## config.mk

```make
export PLATFORM = sky130hd
export DESIGN_NAME = snapshot_rle_page_decoder_core
export DESIGN_NICKNAME = d
export VERILOG_FILES = /design/src/sv/srpd_pkg.sv /design/src/sv/srpd_front.sv /design/src/sv/srpd_cmdq.sv /design/src/sv/srpd_back.sv /design/src/sv/snapshot_rle_page_decoder_core.sv
export SDC_FILE = /design/constraint.sdc
export NUM_CORES = 1
export LEC_CHECK = 0
export BUFFER_PORTS_ARGS = -buffer_cell sky130_fd_sc_hd__buf_2
export CAP_MARGIN = 0
export CORE_MARGIN = 5
export CORE_UTILIZATION = 29
export DETAILED_ROUTE_END_ITERATION = 10
export PLACE_DENSITY = 0.46
export SYNTH_ARGS = -nofsm -noshare
export SYNTH_HDL_FRONTEND = slang
export SYNTH_SLANG_ARGS = --single-unit
```

## constraint.sdc

```tcl
create_clock -name clk -period 10.5 [get_ports clk]
set_input_delay 2.625 -clock clk [delete_from_list [all_inputs] [get_ports clk]]
set_output_delay 2.625 -clock clk [all_outputs]
set_load 0.1 [all_outputs]
```

## src/sv/srpd_pkg.sv

```systemverilog
// srpd_pkg: shared types and constants for the snapshot rle page decoder
// used by the front, command queue, back and top level; no dependencies
`timescale 1ns / 1ps

package srpd_pkg;

	localparam logic [7:0] ESC_BYTE = 8'hED;

	localparam logic [1:0] MODE_V1_RLE = 2'd0;
	localparam logic [1:0] MODE_V1_RAW = 2'd1;
	localparam logic [1:0] MODE_PAGED  = 2'd2;
	localparam logic [1:0] MODE_UNUSED = 2'd3;

	localparam logic [2:0] ST_OK        = 3'd0;
	localparam logic [2:0] ST_BAD_PAGE  = 3'd1;
	localparam logic [2:0] ST_TRUNCATED = 3'd2;
	localparam logic [2:0] ST_CLIPPED   = 3'd3;
	localparam logic [2:0] ST_ENDED     = 3'd4;

	localparam logic [7:0] PAGE_8000 = 8'd4;
	localparam logic [7:0] PAGE_C000 = 8'd5;
	localparam logic [7:0] PAGE_4000 = 8'd8;

	localparam logic [16:0] PTR_RESET = 17'h04000;
	localparam logic [15:0] END_RESET = 16'h7FFF;

	localparam int QDEPTH = 4;
	localparam int QAW    = $clog2(QDEPTH);

	typedef struct packed {
		logic [7:0] data_byte;
		logic       end_of_input;
	} in_item_t;

	typedef struct packed {
		logic        write_valid;
		logic [15:0] write_address;
		logic [7:0]  write_value;
		logic [7:0]  repeat_count;
		logic [2:0]  status_code;
		logic        last_result;
	} out_item_t;

	typedef enum logic [1:0] {
		CMD_WRITE,
		CMD_PAIR,
		CMD_PAGE,
		CMD_STATUS
	} cmd_kind_t;

	typedef struct packed {
		cmd_kind_t  kind;
		logic [7:0] value;
		logic [7:0] count;
		logic [2:0] status;
	} cmd_t;

	typedef struct packed {
		logic       restart;
		logic [1:0] new_mode;
		logic [1:0] mode;
	} cfg_ctl_t;

endpackage

```

## src/sv/srpd_front.sv

```systemverilog
// srpd_front: parses the byte stream (escapes, block headers, end marks)
// and turns each byte into at most one command; depends on srpd_pkg
`timescale 1ns / 1ps

module srpd_front (
	input  logic                 clk,
	input  logic                 arst_n,
	input  srpd_pkg::cfg_ctl_t   cfg,
	input  logic                 in_valid,
	output logic                 in_ready,
	input  srpd_pkg::in_item_t   in_data,
	input  logic                 q_full,
	output logic                 push,
	output srpd_pkg::cmd_t       push_cmd
);

	typedef enum logic [2:0] {
		PH_PLAIN,
		PH_ESC,
		PH_ESC2,
		PH_VALUE,
		PH_LEN_LO,
		PH_LEN_HI,
		PH_PAGE
	} phase_t;

	phase_t      phase_q, phase_n;
	logic [7:0]  run_q, run_n;
	logic [15:0] remain_q, remain_n;
	logic [7:0]  len_lo_q, len_lo_n;
	logic        halted_q, halted_n;
	logic        accept;
	logic [7:0]  b;
	logic        paged;
	logic        trunc;

	assign in_ready = !q_full;
	assign accept   = in_valid && in_ready;
	assign b        = in_data.data_byte;
	assign paged    = (cfg.mode == srpd_pkg::MODE_PAGED);
	assign trunc    = (phase_q inside {PH_ESC, PH_ESC2, PH_VALUE, PH_LEN_HI, PH_PAGE});

	always_comb begin
		phase_n  = phase_q;
		run_n    = run_q;
		remain_n = remain_q;
		len_lo_n = len_lo_q;
		halted_n = halted_q;
		push     = 1'b0;
		push_cmd = '{kind: srpd_pkg::CMD_STATUS, value: b, count: 8'd1,
			status: srpd_pkg::ST_OK};
		if (!accept || halted_q || cfg.mode == srpd_pkg::MODE_UNUSED) begin
			phase_n = phase_q;
		end else if (in_data.end_of_input) begin
			push            = 1'b1;
			push_cmd.status = trunc ? srpd_pkg::ST_TRUNCATED : srpd_pkg::ST_ENDED;
			halted_n        = 1'b1;
		end else if (paged && phase_q == PH_LEN_LO) begin
			len_lo_n = b;
			phase_n  = PH_LEN_HI;
		end else if (paged && phase_q == PH_LEN_HI) begin
			remain_n = {b, len_lo_q};
			phase_n  = PH_PAGE;
		end else if (paged && phase_q == PH_PAGE) begin
			push = 1'b1;
			if (b == srpd_pkg::PAGE_8000 || b == srpd_pkg::PAGE_C000 ||
				b == srpd_pkg::PAGE_4000) begin
				push_cmd.kind = srpd_pkg::CMD_PAGE;
				phase_n       = (remain_q != 16'd0) ? PH_PLAIN : PH_LEN_LO;
			end else begin
				push_cmd.status = srpd_pkg::ST_BAD_PAGE;
				halted_n        = 1'b1;
			end
		end else begin
			if (paged && remain_q != 16'd0) begin
				remain_n = remain_q - 16'd1;
			end
			if (cfg.mode == srpd_pkg::MODE_V1_RAW) begin
				push          = 1'b1;
				push_cmd.kind = srpd_pkg::CMD_WRITE;
			end else begin
				case (phase_q)
					PH_PLAIN: begin
						if (b == srpd_pkg::ESC_BYTE) begin
							phase_n = PH_ESC;
						end else begin
							push          = 1'b1;
							push_cmd.kind = srpd_pkg::CMD_WRITE;
						end
					end
					PH_ESC: begin
						if (b == srpd_pkg::ESC_BYTE) begin
							phase_n = PH_ESC2;
						end else begin
							push          = 1'b1;
							push_cmd.kind = srpd_pkg::CMD_PAIR;
							phase_n       = PH_PLAIN;
						end
					end
					PH_ESC2: begin
						if (b == 8'd0) begin
							if (cfg.mode == srpd_pkg::MODE_V1_RLE) begin
								push            = 1'b1;
								push_cmd.status = srpd_pkg::ST_ENDED;
								halted_n        = 1'b1;
							end else begin
								phase_n = PH_LEN_LO;
							end
						end else begin
							run_n   = b;
							phase_n = PH_VALUE;
						end
					end
					default: begin
						push           = 1'b1;
						push_cmd.kind  = srpd_pkg::CMD_WRITE;
						push_cmd.count = run_q;
						phase_n        = PH_PLAIN;
					end
				endcase
			end
			if (paged && phase_n == PH_PLAIN && remain_n == 16'd0) begin
				phase_n = PH_LEN_LO;
			end
		end
	end

	always_ff @(posedge clk or negedge arst_n) begin
		if (!arst_n) begin
			phase_q  <= PH_PLAIN;
			run_q    <= 8'd0;
			remain_q <= 16'd0;
			len_lo_q <= 8'd0;
			halted_q <= 1'b0;
		end else if (cfg.restart) begin
			phase_q  <= (cfg.new_mode == srpd_pkg::MODE_PAGED) ? PH_LEN_LO : PH_PLAIN;
			run_q    <= 8'd0;
			remain_q <= 16'd0;
			len_lo_q <= 8'd0;
			halted_q <= 1'b0;
		end else begin
			phase_q  <= phase_n;
			run_q    <= run_n;
			remain_q <= remain_n;
			len_lo_q <= len_lo_n;
			halted_q <= halted_n;
		end
	end

endmodule

```

## src/sv/srpd_cmdq.sv

```systemverilog
// srpd_cmdq: short command queue between front and back
// depends on srpd_pkg for the command type and depth
`timescale 1ns / 1ps

module srpd_cmdq (
	input  logic            clk,
	input  logic            arst_n,
	input  logic            flush,
	input  logic            push,
	input  srpd_pkg::cmd_t  push_cmd,
	input  logic            pop,
	output logic            full,
	output logic            empty,
	output srpd_pkg::cmd_t  head
);

	srpd_pkg::cmd_t              mem [srpd_pkg::QDEPTH];
	logic [srpd_pkg::QAW-1:0]    wr_q;
	logic [srpd_pkg::QAW-1:0]    rd_q;
	logic [srpd_pkg::QAW:0]      count_q;

	assign full  = (count_q == (srpd_pkg::QAW+1)'(srpd_pkg::QDEPTH));
	assign empty = (count_q == '0);
	assign head  = mem[rd_q];

	always_ff @(posedge clk) begin
		if (push) begin
			mem[wr_q] <= push_cmd;
		end
	end

	always_ff @(posedge clk or negedge arst_n) begin
		if (!arst_n) begin
			wr_q    <= '0;
			rd_q    <= '0;
			count_q <= '0;
		end else if (flush) begin
			wr_q    <= '0;
			rd_q    <= '0;
			count_q <= '0;
		end else begin
			if (push) begin
				wr_q <= wr_q + 1'b1;
			end
			if (pop) begin
				rd_q <= rd_q + 1'b1;
			end
			if (push && !pop) begin
				count_q <= count_q + 1'b1;
			end else if (pop && !push) begin
				count_q <= count_q - 1'b1;
			end
		end
	end

	a_no_overflow: assert property (@(posedge clk) disable iff (!arst_n)
		push |-> !full) else $error("push into full queue");
	a_no_underflow: assert property (@(posedge clk) disable iff (!arst_n)
		pop |-> !empty) else $error("pop from empty queue");
	a_count_range: assert property (@(posedge clk) disable iff (!arst_n)
		count_q <= (srpd_pkg::QAW+1)'(srpd_pkg::QDEPTH)) else $error("queue count out of range");

endmodule

```

## src/sv/srpd_back.sv

```systemverilog
// srpd_back: executes queued commands, keeps the write pointer, clips runs
// at the region end and holds the output register; depends on srpd_pkg
`timescale 1ns / 1ps

module srpd_back #(
	parameter int IMAGE_BYTES = 49152
) (
	input  logic                 clk,
	input  logic                 arst_n,
	input  srpd_pkg::cfg_ctl_t   cfg,
	input  logic                 q_empty,
	input  srpd_pkg::cmd_t       head,
	output logic                 pop,
	output logic                 out_valid,
	input  logic                 out_ready,
	output srpd_pkg::out_item_t  out_data
);

	localparam logic [16:0] V1_END = 17'(32'h4000 + IMAGE_BYTES - 1);

	logic [16:0]          ptr_q, ptr_n;
	logic [15:0]          pend_q, pend_n;
	logic                 second_q, second_n;
	logic                 out_valid_q;
	srpd_pkg::out_item_t  out_q, res;
	logic                 load;
	logic                 advance;
	logic [16:0]          region_end;
	logic [16:0]          diff;
	logic [17:0]          avail;
	logic [7:0]           wval;
	logic [7:0]           wcnt;
	logic [7:0]           clip_cnt;

	assign out_valid = out_valid_q;
	assign out_data  = out_q;
	assign advance   = !out_valid_q || out_ready;

	assign region_end = (cfg.mode == srpd_pkg::MODE_PAGED) ? {1'b0, pend_q} : V1_END;
	assign diff       = region_end - ptr_q;
	assign avail      = (ptr_q <= region_end) ? ({1'b0, diff} + 18'd1) : 18'd0;
	assign wval       = (head.kind == srpd_pkg::CMD_PAIR && !second_q) ?
		srpd_pkg::ESC_BYTE : head.value;
	assign wcnt       = (head.kind == srpd_pkg::CMD_WRITE) ? head.count : 8'd1;
	assign clip_cnt   = ({10'd0, wcnt} < avail) ? wcnt : avail[7:0];

	always_comb begin
		pop      = 1'b0;
		load     = 1'b0;
		ptr_n    = ptr_q;
		pend_n   = pend_q;
		second_n = second_q;
		res      = '0;
		if (!q_empty && advance) begin
			case (head.kind)
				srpd_pkg::CMD_PAGE: begin
					pop = 1'b1;
					if (head.value == srpd_pkg::PAGE_8000) begin
						ptr_n  = 17'h08000;
						pend_n = 16'hBFFF;
					end else if (head.value == srpd_pkg::PAGE_C000) begin
						ptr_n  = 17'h0C000;
						pend_n = 16'hFFFF;
					end else begin
						ptr_n  = srpd_pkg::PTR_RESET;
						pend_n = srpd_pkg::END_RESET;
					end
				end
				srpd_pkg::CMD_STATUS: begin
					pop             = 1'b1;
					load            = 1'b1;
					res.status_code = head.status;
					res.last_result = 1'b1;
				end
				default: begin
					load              = 1'b1;
					res.write_valid   = (clip_cnt != 8'd0);
					res.write_address = ptr_q[15:0];
					res.write_value   = wval;
					res.repeat_count  = clip_cnt;
					res.status_code   = (clip_cnt < wcnt) ? srpd_pkg::ST_CLIPPED :
						srpd_pkg::ST_OK;
					ptr_n             = ptr_q + {9'd0, clip_cnt};
					if (head.kind == srpd_pkg::CMD_PAIR && !second_q) begin
						second_n = 1'b1;
					end else begin
						second_n        = 1'b0;
						pop             = 1'b1;
						res.last_result = 1'b1;
					end
				end
			endcase
		end
	end

	always_ff @(posedge clk) begin
		if (load) begin
			out_q <= res;
		end
	end

	always_ff @(posedge clk or negedge arst_n) begin
		if (!arst_n) begin
			ptr_q       <= srpd_pkg::PTR_RESET;
			pend_q      <= srpd_pkg::END_RESET;
			second_q    <= 1'b0;
			out_valid_q <= 1'b0;
		end else if (cfg.restart) begin
			ptr_q       <= srpd_pkg::PTR_RESET;
			pend_q      <= srpd_pkg::END_RESET;
			second_q    <= 1'b0;
			out_valid_q <= 1'b0;
		end else begin
			ptr_q    <= ptr_n;
			pend_q   <= pend_n;
			second_q <= second_n;
			if (load) begin
				out_valid_q <= 1'b1;
			end else if (out_ready) begin
				out_valid_q <= 1'b0;
			end
		end
	end

	a_status_only_empty: assert property (@(posedge clk) disable iff (!arst_n)
		out_valid_q && (out_q.status_code == srpd_pkg::ST_BAD_PAGE ||
		out_q.status_code == srpd_pkg::ST_TRUNCATED ||
		out_q.status_code == srpd_pkg::ST_ENDED)
		|-> !out_q.write_valid && out_q.repeat_count == 8'd0)
		else $error("status-only result carries a write");
	a_write_has_count: assert property (@(posedge clk) disable iff (!arst_n)
		out_valid_q && out_q.write_valid |-> out_q.repeat_count != 8'd0)
		else $error("write with zero repeat count");
	a_pair_pending: assert property (@(posedge clk) disable iff (!arst_n)
		second_q |-> !q_empty && head.kind == srpd_pkg::CMD_PAIR)
		else $error("second half of pair without pair command");
	a_pair_not_last: assert property (@(posedge clk) disable iff (!arst_n)
		load && !second_q && head.kind == srpd_pkg::CMD_PAIR |=> !out_q.last_result)
		else $error("first half of pair marked last");

endmodule

```

## src/sv/snapshot_rle_page_decoder_core.sv

```systemverilog
// snapshot_rle_page_decoder_core: top level of the snapshot rle page decoder
// instantiates srpd_front, srpd_cmdq and srpd_back; depends on srpd_pkg
//
// usage: the memory stream after the snapshot header enters one byte per
// transfer on in_valid/in_ready/in_data; write descriptors leave on
// out_valid/out_ready/out_data, last_result marking the final one per byte.
// cfg_we with cfg_wdata sets format_mode and restarts the decoder; write it
// only while the block is idle.
// a byte's result reaches out_data through the command queue and the output register.
// throughput: one byte per cycle while the queue is not full; a literal escape
// pair gives the back end two results, every other command at most one, and a
// four-entry command queue absorbs the difference.
// reset: decoder in plain data phase, mode 0, pointer 0x4000, queue and
// output register empty.
// when out_ready is low the output register holds its result, the queue
// fills, and in_ready drops once the queue is full.
`timescale 1ns / 1ps

module snapshot_rle_page_decoder_core #(
	parameter int IMAGE_BYTES = 49152
) (
	input  logic                 clk,
	input  logic                 arst_n,
	input  logic                 cfg_we,
	input  logic [1:0]           cfg_wdata,
	input  logic                 in_valid,
	output logic                 in_ready,
	input  srpd_pkg::in_item_t   in_data,
	output logic                 out_valid,
	input  logic                 out_ready,
	output srpd_pkg::out_item_t  out_data
);

	logic [1:0]          format_mode_q;
	srpd_pkg::cfg_ctl_t  cfg;
	logic                q_full;
	logic                q_empty;
	logic                push;
	logic                pop;
	srpd_pkg::cmd_t      push_cmd;
	srpd_pkg::cmd_t      head;

	assign cfg.restart  = cfg_we;
	assign cfg.new_mode = cfg_wdata;
	assign cfg.mode     = format_mode_q;

	always_ff @(posedge clk or negedge arst_n) begin
		if (!arst_n) begin
			format_mode_q <= srpd_pkg::MODE_V1_RLE;
		end else if (cfg_we) begin
			format_mode_q <= cfg_wdata;
		end
	end

	srpd_front u_front (
		.clk      (clk),
		.arst_n   (arst_n),
		.cfg      (cfg),
		.in_valid (in_valid),
		.in_ready (in_ready),
		.in_data  (in_data),
		.q_full   (q_full),
		.push     (push),
		.push_cmd (push_cmd)
	);

	srpd_cmdq u_cmdq (
		.clk      (clk),
		.arst_n   (arst_n),
		.flush    (cfg_we),
		.push     (push),
		.push_cmd (push_cmd),
		.pop      (pop),
		.full     (q_full),
		.empty    (q_empty),
		.head     (head)
	);

	srpd_back #(
		.IMAGE_BYTES (IMAGE_BYTES)
	) u_back (
		.clk       (clk),
		.arst_n    (arst_n),
		.cfg       (cfg),
		.q_empty   (q_empty),
		.head      (head),
		.pop       (pop),
		.out_valid (out_valid),
		.out_ready (out_ready),
		.out_data  (out_data)
	);

endmodule
```

==> reports/metrics.yaml <==
drc: 0
final-setup-viol-count: 0
drt-initial-drc-count: 376
crit_path_max_fanout: 17
ys_seq_area_frac: 0.528
nNetsFinal: 977
worst_setup_path_end_kind: "register"
grt_pass1_wl_um: 40300
wl_per_cell_um: 18.1
grt_pass1_vias: 7100
avgSynthCellArea_sq_um: 11.3
die_h_um: 196
core_area_sq_um: 34300
crit_required_ns: 10.85
area_growth_pct: 13.9
synth_area_leaders: "edfxtp_1 (36%), dfrtp_1 (16%), mux4_2 (4.7%)"
synth_most_common_cell: "edfxtp_1"
critPathLaunchType: "register"
path_class: "reg -> reg"
numCtsBuffers: 17
cts_tree: "built"
reg2regPathDepth: 24
p_leak_nw: 4.38
grt_overflow_total: 0
syn_nets: 938
track_usage: 0.133
synth.distinct_cells: 76
antenna_found_initial: 0
yosys.area.top_type_share: 0.363
finClkSkew_ns: 0.00945
post_cts_buffers: 0
worst_pin_slew_ns: 1.10
hpwlAfterDp_um: 17700
routabilityCongestion: 0.838
yosysWarnings: 0
slew_viol_final: 0
postRouteAntennaNets: 0
min_period_ns: 6.45
hp-start: "u_back.pend_q[15]$_DFFE_PN0P_"
worstHoldEndpoint: "u_back.pend_q[15]$_DFFE_PN0P_"
slew-limit-headroom: 0.269
fp.dieW_um: 196
peakVddDrop_mv: 0.233
clock_latency_ns: 0.45
clkTransAtPathRegs_ns: 0.07
dr.pass1.iters: 5
num_rows: 68
avgViaCountPerCell: 4.97
top_level_ports: 55
port_buffers: 54
cts_hold_buf: 0
r2r-end: "u_back.ptr_q[16]$_DFFE_PN0P_"
reg2reg_from: "format_mode_q[1]$_DFFE_PN0P_"
diodes: 0
root_buffer: "clkbuf_16"
whs_path_depth: 2
r2r_setup_slack_ns: 4.05
vias: 6920
hold_ws_ns: 0.475
syn_area_sq_um: 10000
min_path_type: "reg -> reg"
final_layout_size_suffix_gt1_frac: 0.162
finalHoldViolations: 0
rsz0062_at_grt: "false"
synthCells: 886
maxCapViolations: 0
routed_wl_um: 25200
cts_buffer_depth: 2
p_per_area_nw_per_um2: 301
post-synth-top-area-cell: "edfxtp_1"
synthTopCellsByCount: "edfxtp_1 (121), nor2_1 (92), nand2_1 (79)"
outcome: "finished clean"
fin_crit_sh: 0.615
die-area_sq_um: 38300
yosys_register_bits: 187
fmax_mhz: 155
tns_ns: 0
cts_sinks: 187
htree_levels: 4
synth_async_sr_flop_share: 0.353
synth_edf_count: 121
cts_resized: 0
grt_max_degree: 67
synth_flop_cell: "edfxtp_1"
initial_core_util: 0.292
cp.arrival_ns: 6.81
[layer usage]
layer	up-vias	part of all wire	GRT usage
li1	3374	-	-
met3	23	0.028	0.0230
met4	0	0.010	0.0323
met2	109	0.52	0.240
met1	3414	0.44	0.166
met5	-	0	0
[cells in the final DEF (no fill, tap or decap), types with 13 or more instances in the layout]
cell type / n
edfxtp_1: 121
nor2_1: 92
nand2_1: 79
dfrtp_1: 64
buf_2: 54
a21oi_1: 41
o21ai_0: 34
ha_1: 33
and2_1: 27
inv_1: 24
mux2i_1: 24
mux4_2: 21
nor3_1: 21
nand3_1: 20
clkbuf_16: 17
nand2b_1: 16
buf_4: 15
nor4_1: 14
xnor2_1: 14
xor2_1: 13
[layout make-up]
cell class	count	area [sq um]
clock buffer	19	433
sequential	187	5290
multi-input combinational	626	4440
timing repair buffer	69	383
clock inverter	12	209
tap	455	569
inverter	24	90.1
fill	3485	22900
[state kept, by name, indices dropped and copies added (netlist names)]
name,cells
u_back.second_q,1
u_back.pend_q,2
u_front.run_q,8
u_front.len_lo_q,8
u_back.ptr_q,17
u_back.out_valid,1
u_back.out_data,37
format_mode_q,2
u_front.remain_q,16
u_cmdq.count_q,3
u_cmdq.mem,84
u_front.halted_q,1
u_cmdq.wr_q,2
u_cmdq.rd_q,2
u_front.phase_q,3
[worst max path at each step]
| stage | startpoint | slack [ns] | endpoint | cells after the start |
|---|---|---|---|---|
| final | format_mode_q[1]$_DFFE_PN0P_ | 4.05 | u_back.ptr_q[16]$_DFFE_PN0P_ | 24 |
| after global routing | format_mode_q[1]$_DFFE_PN0P_ | 3.65 | u_back.ptr_q[16]$_DFFE_PN0P_ | 24 |
| after CTS | format_mode_q[1]$_DFFE_PN0P_ | 4.11 | u_back.ptr_q[16]$_DFFE_PN0P_ | 24 |
| after detailed placement | format_mode_q[1]$_DFFE_PN0P_ | 4.16 | u_back.ptr_q[16]$_DFFE_PN0P_ | 24 |
| after global placement | format_mode_q[1]$_DFFE_PN0P_ | 4.27 | u_back.ptr_q[16]$_DFFE_PN0P_ | 24 |
| after floorplan | format_mode_q[1]$_DFFE_PN0P_ | 4.43 | u_back.ptr_q[16]$_DFFE_PN0P_ | 26 |
[worst max-delay path, cell delays in order, from the launching register on]
cell and delay, ns:
dfrtp_1 0.49, nor2b_1 0.70, nand2b_1 0.20, ha_1 0.35, nand4_1 0.09, nor4_1 0.31
o2bb2ai_1 0.16, buf_4 0.25, nand3_1 0.16, ha_1 0.33, a21oi_1 0.15, nor2b_1 0.06
o21ai_0 0.16, a211o_1 0.20, a32o_2 0.42, mux2i_1 0.13, ha_1 0.25, fa_1 0.41
a21o_1 0.19, a21o_1 0.20, a2111oi_0 0.37, buf_4 0.21, nor4_1 0.08, a311o_1 0.37
o211ai_1 0.09
[where the power goes]
part / total (mW) / internal (mW) / switching (mW) / leakage (nW)
registers: 1.03 / 0.966 / 0.0625 / 2.01
logic: 1.68 / 0.469 / 1.21 / 2.07
clock network: 0.722 / 0.425 / 0.297 / 0.305
[kinds of logic (layout without fill, tap and decap cells)]
logic type,count (synthesis),count (layout),synth area share
simple gates,338,338,0.169
flops,187,187,0.528
compound gates,171,171,0.118
buf+inv,73,124,0.0310
mux,54,54,0.0825
fa+ha+maj,36,36,0.0472
xor+xnor,27,27,0.0236
[through the flow]
step	area (sq um)	instances	setup slack [ns]	power, mW	util
after floorplan	10000	886	4.43	2.41	-
after global placement	10800	1361	4.27	2.74	0.314
after detailed placement	10800	1361	4.16	2.74	0.314
after CTS	11400	1392	4.11	3.47	0.333
after global routing	11400	1392	3.65	3.62	0.333
final	11400	1392	4.05	3.43	0.333
(Power assumes the default switching activity.)
